===== src/rtl/core/ettf_pkg.sv =====
`timescale 1ns / 1ps

package ettf_pkg;

    localparam int TABLE_DEPTH = 16;
    localparam int IDX_W       = (TABLE_DEPTH > 1) ? $clog2(TABLE_DEPTH) : 1;
    localparam int CNT_W       = $clog2(TABLE_DEPTH + 1);
    localparam int TYPE_W      = 32;

    localparam logic [1:0] KIND_LOAD     = 2'd0;
    localparam logic [1:0] KIND_DISABLE  = 2'd1;
    localparam logic [1:0] KIND_REENABLE = 2'd2;
    localparam logic [1:0] KIND_QUERY    = 2'd3;

    localparam logic [1:0] STATUS_OK        = 2'd0;
    localparam logic [1:0] STATUS_NOT_FOUND = 2'd1;
    localparam logic [1:0] STATUS_FULL      = 2'd2;

    // Broadcast to every cell of the chain
    typedef struct packed {
        logic              cmp;
        logic              wr_reg;
        logic              wr_dis;
        logic              shift;
        logic [TYPE_W-1:0] ev_type;
        logic [TYPE_W-1:0] group;
        logic [CNT_W-1:0]  wr_idx_reg;
        logic [CNT_W-1:0]  wr_idx_dis;
        logic [CNT_W-1:0]  reg_cnt;
        logic [CNT_W-1:0]  dis_cnt;
    } ctrl_t;

endpackage


===== src/rtl/core/ettf_cell.sv =====
`timescale 1ns / 1ps

module ettf_cell (
    input  logic                               clk,
    input  logic [ettf_pkg::IDX_W-1:0]         idx,
    input  ettf_pkg::ctrl_t                    ctrl,
    input  logic [ettf_pkg::TYPE_W-1:0]        dis_up,
    input  logic                               chain_in,
    output logic                               chain_out,
    output logic [ettf_pkg::TYPE_W-1:0]        dis_entry,
    output logic                               reg_hit,
    output logic                               dis_hit
);
    import ettf_pkg::*;

    logic [TYPE_W-1:0] reg_entry_reg;
    logic [TYPE_W-1:0] dis_entry_reg;
    logic              reg_hit_reg;
    logic              dis_hit_reg;
    logic [CNT_W-1:0]  idx_ext;
    logic              reg_valid;
    logic              dis_valid;

    assign idx_ext   = CNT_W'(idx);
    assign reg_valid = idx_ext < ctrl.reg_cnt;
    assign dis_valid = idx_ext < ctrl.dis_cnt;

    // this entry or one below it holds the type being removed
    assign chain_out = chain_in | dis_hit_reg;
    assign dis_entry = dis_entry_reg;
    assign reg_hit   = reg_hit_reg;
    assign dis_hit   = dis_hit_reg;

    always_ff @(posedge clk)
    begin
        if (ctrl.cmp)
        begin
            reg_hit_reg <= reg_valid && (reg_entry_reg == ctrl.ev_type ||
                                         reg_entry_reg == ctrl.group);
            dis_hit_reg <= dis_valid && (dis_entry_reg == ctrl.ev_type);
        end
        if (ctrl.wr_reg && idx_ext == ctrl.wr_idx_reg)
        begin
            reg_entry_reg <= ctrl.ev_type;
        end
        if (ctrl.wr_dis && idx_ext == ctrl.wr_idx_dis)
        begin
            dis_entry_reg <= ctrl.ev_type;
        end
        else if (ctrl.shift && chain_out)
        begin
            dis_entry_reg <= dis_up;
        end
    end

endmodule


===== src/rtl/core/event_type_filter_table_top.sv =====
`timescale 1ns / 1ps
// An accepted request is registered, its compare hits are registered in the compare pass
// through the chain of cells, and its result is registered onto m_tvalid in the update/shift
// pass. While a request is in flight, the next is taken only in the cycle its result commits.
// Reset (rst_n low, asynchronous): both table counts, the wildcard mask and all
// handshake state clear; table entries are left as they are until written.

module event_type_filter_table_top (
    input  logic        clk,
    input  logic        rst_n,
    // configuration: wildcard_mask
    input  logic        cfg_valid,
    output logic        cfg_ready,
    input  logic [31:0] cfg_data,
    // request side
    input  logic        s_tvalid,
    output logic        s_tready,
    input  logic [39:0] s_tdata,   // [31:0] event_type, [32] start_new_list, [39:33] zero
    input  logic [1:0]  s_tuser,   // [1:0] kind
    // result side
    output logic        m_tvalid,
    input  logic        m_tready,
    output logic [7:0]  m_tdata    // [1:0] status, [2] handled, [7:3] zero
);
    import ettf_pkg::*;

    localparam logic [1:0] ST_IDLE = 2'd0;
    localparam logic [1:0] ST_CMP  = 2'd1;
    localparam logic [1:0] ST_ACT  = 2'd2;

    logic [1:0]        state_reg, state_next;
    logic [TYPE_W-1:0] mask_reg;
    logic [1:0]        kind_reg;
    logic [TYPE_W-1:0] type_reg;
    logic              start_reg;
    logic [CNT_W-1:0]  reg_cnt_reg, reg_cnt_next;
    logic [CNT_W-1:0]  dis_cnt_reg, dis_cnt_next;
    logic              out_valid_reg;
    logic [1:0]        status_reg, status_next;
    logic              handled_reg, handled_next;

    logic              accept;
    logic              commit;
    logic              any_reg;
    logic              any_dis;
    logic [CNT_W-1:0]  load_base;
    ctrl_t             ctrl;

    logic [TABLE_DEPTH-1:0] reg_hits;
    logic [TABLE_DEPTH-1:0] dis_hits;
    logic [TABLE_DEPTH:0]   chain;
    logic [TYPE_W-1:0]      dis_entries [TABLE_DEPTH];

    // The mask register takes writes only while idle, so a pass never sees it change.
    assign cfg_ready = (state_reg == ST_IDLE);

    // Results wait in an output register; the next request may be taken
    // in the same cycle a result is committed.
    assign commit   = (state_reg == ST_ACT) && (!out_valid_reg || m_tready);
    assign s_tready = (state_reg == ST_IDLE) || commit;
    assign accept   = s_tvalid && s_tready;

    assign m_tvalid = out_valid_reg;
    assign m_tdata  = {5'd0, handled_reg, status_reg};

    assign any_reg = |reg_hits;
    assign any_dis = |dis_hits;

    // A load with the start flag restarts both lists at entry zero
    assign load_base = start_reg ? '0 : reg_cnt_reg;

    // ---------------------------------------------------------------
    // Cell control for the compare pass and decision for the request in the act pass
    // ---------------------------------------------------------------
    always_comb
    begin
        ctrl            = '0;
        ctrl.cmp        = (state_reg == ST_CMP);
        ctrl.ev_type    = type_reg;
        ctrl.group      = type_reg | mask_reg;
        ctrl.reg_cnt    = reg_cnt_reg;
        ctrl.dis_cnt    = dis_cnt_reg;
        ctrl.wr_idx_reg = load_base;
        ctrl.wr_idx_dis = dis_cnt_reg;
        reg_cnt_next    = reg_cnt_reg;
        dis_cnt_next    = dis_cnt_reg;
        status_next     = STATUS_OK;
        handled_next    = 1'b0;
        unique case (kind_reg)
            KIND_LOAD:
            begin
                if (start_reg)
                begin
                    dis_cnt_next = '0;
                end
                if (load_base < CNT_W'(TABLE_DEPTH))
                begin
                    ctrl.wr_reg  = commit;
                    reg_cnt_next = load_base + CNT_W'(1);
                end
                else
                begin
                    status_next = STATUS_FULL;
                end
            end
            KIND_DISABLE:
            begin
                if (any_dis)
                begin
                    status_next = STATUS_OK;
                end
                else if (any_reg)
                begin
                    if (dis_cnt_reg < CNT_W'(TABLE_DEPTH))
                    begin
                        ctrl.wr_dis  = commit;
                        dis_cnt_next = dis_cnt_reg + CNT_W'(1);
                    end
                    else
                    begin
                        status_next = STATUS_FULL;
                    end
                end
                else
                begin
                    status_next = STATUS_NOT_FOUND;
                end
            end
            KIND_REENABLE:
            begin
                if (any_dis)
                begin
                    ctrl.shift   = commit;
                    dis_cnt_next = dis_cnt_reg - CNT_W'(1);
                end
                else
                begin
                    status_next = STATUS_NOT_FOUND;
                end
            end
            KIND_QUERY:
            begin
                handled_next = !any_dis && any_reg;
            end
            default:
            begin
                status_next = STATUS_OK;
            end
        endcase
    end

    always_comb
    begin
        state_next = state_reg;
        unique case (state_reg)
            ST_IDLE: if (accept) state_next = ST_CMP;
            ST_CMP:  state_next = ST_ACT;
            ST_ACT:
            begin
                if (accept)
                begin
                    state_next = ST_CMP;
                end
                else if (commit)
                begin
                    state_next = ST_IDLE;
                end
            end
            default: state_next = ST_IDLE;
        endcase
    end

    always_ff @(posedge clk or negedge rst_n)
    begin
        if (!rst_n)
        begin
            state_reg     <= ST_IDLE;
            mask_reg      <= '0;
            reg_cnt_reg   <= '0;
            dis_cnt_reg   <= '0;
            out_valid_reg <= 1'b0;
        end
        else
        begin
            state_reg <= state_next;
            if (cfg_valid && cfg_ready)
            begin
                mask_reg <= cfg_data;
            end
            if (commit)
            begin
                reg_cnt_reg   <= reg_cnt_next;
                dis_cnt_reg   <= dis_cnt_next;
                out_valid_reg <= 1'b1;
            end
            else if (m_tready)
            begin
                out_valid_reg <= 1'b0;
            end
        end
    end

    // request and result payload
    always_ff @(posedge clk)
    begin
        if (accept)
        begin
            kind_reg  <= s_tuser;
            type_reg  <= s_tdata[31:0];
            start_reg <= s_tdata[32];
        end
        if (commit)
        begin
            status_reg  <= status_next;
            handled_reg <= handled_next;
        end
    end

    // ---------------------------------------------------------------
    // Chain of cells: entry i of both lists lives in cell i. The hit
    // chain runs upward so every cell at or above the removed entry
    // takes its upper neighbour's value in the shift pass.
    // ---------------------------------------------------------------
    assign chain[0] = 1'b0;

    for (genvar i = 0; i < TABLE_DEPTH; i++)
    begin : g_cell
        logic [TYPE_W-1:0] up;
        if (i == TABLE_DEPTH - 1)
        begin : g_top
            assign up = dis_entries[i];
        end
        else
        begin : g_mid
            assign up = dis_entries[i + 1];
        end

        ettf_cell u_cell (
            .clk       (clk),
            .idx       (IDX_W'(i)),
            .ctrl      (ctrl),
            .dis_up    (up),
            .chain_in  (chain[i]),
            .chain_out (chain[i + 1]),
            .dis_entry (dis_entries[i]),
            .reg_hit   (reg_hits[i]),
            .dis_hit   (dis_hits[i])
        );
    end

    // ---------------------------------------------------------------
    // Checks
    // ---------------------------------------------------------------
    a_reg_cnt_range: assert property (@(posedge clk) disable iff (!rst_n)
        reg_cnt_reg <= CNT_W'(TABLE_DEPTH))
        else $error("registered count beyond table depth");

    a_dis_cnt_range: assert property (@(posedge clk) disable iff (!rst_n)
        dis_cnt_reg <= CNT_W'(TABLE_DEPTH))
        else $error("disabled count beyond table depth");

    // disabled list never holds a type twice
    a_dis_unique: assert property (@(posedge clk) disable iff (!rst_n)
        (state_reg == ST_ACT) |-> $onehot0(dis_hits))
        else $error("duplicate entry in disabled list");

    a_remove_nonempty: assert property (@(posedge clk) disable iff (!rst_n)
        ctrl.shift |-> (dis_cnt_reg != '0))
        else $error("removal from empty disabled list");

    a_result_follows: assert property (@(posedge clk) disable iff (!rst_n)
        commit |=> out_valid_reg)
        else $error("committed result not presented");

endmodule

===== config.mk =====
export PLATFORM = sky130hd
export DESIGN_NAME = event_type_filter_table_top
export DESIGN_NICKNAME = d
export VERILOG_FILES = /design/src/rtl/core/ettf_pkg.sv /design/src/rtl/core/ettf_cell.sv /design/src/rtl/core/event_type_filter_table_top.sv
export SDC_FILE = /design/constraint.sdc
export NUM_CORES = 2
export LEC_CHECK = 0
export ABC_CLOCK_PERIOD_IN_PS = 13900
export BUFFER_PORTS_ARGS = -buffer_cell sky130_fd_sc_hd__buf_2
export CORE_MARGIN = 2
export CORE_UTILIZATION = 55
export CTS_CLUSTER_DIAMETER = 60
export DETAILED_ROUTE_END_ITERATION = 10
export GPL_TIMING_DRIVEN = 0
export PLACE_DENSITY_LB_ADDON = 0.25
export REMOVE_ABC_BUFFERS = 1
export SYNTH_ARGS = -nofsm -noshare
export SYNTH_HDL_FRONTEND = slang
export SYNTH_HIERARCHICAL = 1
export SYNTH_SLANG_ARGS = --single-unit

===== constraint.sdc =====
create_clock -name clk -period 13.9 [get_ports clk]
set_clock_uncertainty 0.2 [all_clocks]
set_input_delay 2.78 -clock clk [delete_from_list [all_inputs] [get_ports clk]]
set_output_delay 2.78 -clock clk [all_outputs]
set_load 0.05 [all_outputs]

==> results.md <==
* Max_cap viols at 0
* Tightest Pin Transition at roughly 1.5 ns
* Vias in the first global route at approximately 40000
* Worst hold path startpoint: mask_reg[18]
* CP endpoint kind: output port
* Final instance area at 75500 sq um
* Cell taking the most area after synthesis: edfxtp_1
* Tot GR Track Use at 0.272
* Initial core utilization at 0.555
* IO Pins at 90
* Fin nets at between 5000 and 6000
* Most frequent cells in the layout: 1094 x edfxtp_1, 1057 x xor2_1, 563 x xnor2_1, 464 x mux2_4, 296 x nor4_1
* Fmax at 140 MHz
* CP Data Required Time at 10.92 ns
* Final Hold Viols at 0
* Tcrit/Tclk final at 0.515
* Seq cells post-synth at 1139
* Pleak at 28.5 nW
* Reg-to-reg setup timing slack at 7.21 ns
* Core box area at 116000 sq um
* Hold Path End: mask_reg[18]
* # fillers at a little over 8000
* Routability cong. at 0.821
* Post-Route Utilization at 0.650
* Rows at about 130
* Largest net degree at the start of global routing at between 40 and 50
* Worst reg-to-reg path cell count at 8
* CTS Hold Bufs at 0
* Hold Path Depth at 1
* Worst EP arrival at ~4.2 ns
* Pwr dens at 135 nW/um^2
* Area post-placement at a little over 70000 sq um
* Worst hold margin at 0.282 ns
* Post-CTS Repair Setup Buffers at 0
* Share of cells above drive strength 1 at 0.208
* TritonCTS clock tree: built
* Post-Synthesis Cell Area at between 60000 and 70000 sq um
* Final setup fails at 0
* Reg-to-reg endpoint: g_cell[14].u_cell/dis_entry[27]
* RSZ-0062 raised after global routing: false
* Initial antenna violation count at 3
* R2r startpoint: g_cell[10].u_cell/dis_hit
* Total negative slack at 0 ns
* Detailed Routing Iterations Pass 1 at 7
* Die X at between 300 and 400 um
* Crit start category: input pin
* Run status: finished clean
* Post-synthesis sequential area ratio at 0.527
* Post-route insts no fill at 6811
* Largest cells by area after synthesis: edfxtp_1 51%, xor2_1 14%, mux2_4 11%, xnor2_1 7.6%, nor4_1 2.9%
* Grt ovf at 0
* Hold crit path type: reg -> reg
* Share of the synthesized area in the top cell type at 0.509
* Worst Path Class, Setup: in -> out
* WL/cell at ~24 um
* Dpl ws at roughly 6 ns
* Setup ws final at slightly below 7 ns
* Routed Antenna Nets at 0
* Unique masters post-synth at 48
* Routed Wire Length at between 150 and 200 mm
* Via count at a little under 40000
* Clock tree sinks at 1139
* Vias per cell at 5.77
* Die area at approximately 120000 sq um
* Worst vdd ir at ~0.00012 V
* Syn Inst Count at 4555
* First-pass GRT wire length at ~240 mm
* Root buf cell: clkbuf_16
* CTS max path bufs at 3
* Post-DP HPWL at 115 mm
* Max-slew violations at 0
* Ys Warns at 6
* Area Growth Syn to Fin at 17.1%
* Iter 0 DRT Violations at approximately 4300
* Commonest non-fill, non-tap cell in the layout: edfxtp_1
* Final Power at 10.2 mW
* Max FO, Critical Path at 3
* PortBufs at 77
* Clock buffer count from CTS at 120
* Die Y at ~350 um
* Max-slew headroom at 0.00986
* H-tree levels at 3
* Clk_lat worst skew at ~0.72 ns
* # DRC at 0
* Post-synthesis area per instance at between 10 and 15 sq um
* Placed cell count at roughly 6600
* CTS clk-pin slew, worst paths at roughly 0.06 ns
* Cts repair resizes at 0
* Fin crit period at a little over 7 ns
==> synth_stat cells (all sizes together) <==
cell type and count:
edfxtp 1094, xor2 1057, xnor2 563, mux2 545, nor4 296, nand4 194, inv 173, ha 105
a21o 65, buf 57, nand2 55, or2 48, dfrtp 45, a21oi 35, nand2b 34, o22ai 32
nand3 18, a222oi 16, nor3 16, nor4b 16, o211a 16, o211ai 16, o21a 16, nor2b 7
o21ai 7, mux2i 6, and2 4, nor2 3, a31oi 2, and3 2, and4 2, conb 2
a211oi 1, a221oi 1, a32oi 1, clkbuf 1, fa 1, nand3b 1, o21bai 1, o31ai 1
==> routing by layer <==
metal	up-vias	track usage	part of all wire
met2	1844	0.416	0.44
met3	353	0.0579	0.11
met4	2	0.105	0.040
met1	19357	0.381	0.41
li1	17747	-	-
met5	-	0	0.000042
==> critical path, stage by stage <==
cell and delay [ns]:
buf_2 0.18, inv_1 0.12, a31oi_1 0.68, buf_2 0.40
==> worst max-delay path by stage <==
stage	end	slack, ns	cells past startpoint	start
2_1_floorplan	g_cell[0].u_cell/reg_entry_reg[0]	6.22	5	m_tready
3_3_place_gp	g_cell[13].u_cell/reg_entry_reg[18]	3.93	6	m_tready
3_5_place_dp	g_cell[15].u_cell/dis_entry[23]	6.03	8	m_tready
4_1_cts	g_cell[15].u_cell/dis_entry[14]	6.75	8	m_tready
5_1_grt	g_cell[14].u_cell/dis_entry[27]	6.56	8	m_tready
6_report	s_tready	6.74	4	m_tready
==> power breakdown <==
part | internal [mW] | switching [mW]
clock network | 1.84 | 1.34
registers | 4.05 | 0.241
logic | 1.08 | 1.65
total | 6.97 | 3.23
==> layout make-up <==
cell class                 count  area, sq um  area share
clock inverter                68          589     0.00781
multi-input combinational   3477        30500       0.404
inverter                     173          649     0.00860
clock buffer                 156         3320      0.0440
timing repair buffer         273         4560      0.0604
antenna                        1         2.50   0.0000331
sequential                  1139        34000       0.450
tap                         1524         1910      0.0253
==> cell families (layout without fill, tap and decap cells) <==
group,count (synthesis),count (layout),synth area share
compound gates,210,210,0.0236
xor+xnor,1620,1620,0.220
fa+ha+maj,106,106,0.0207
buf+inv,231,670,0.0194
flops,1139,1139,0.527
mux,551,551,0.123
other cells,2,295,0.000116
simple gates,696,696,0.0661
Note: power is estimated with default switching activity, not from simulation.
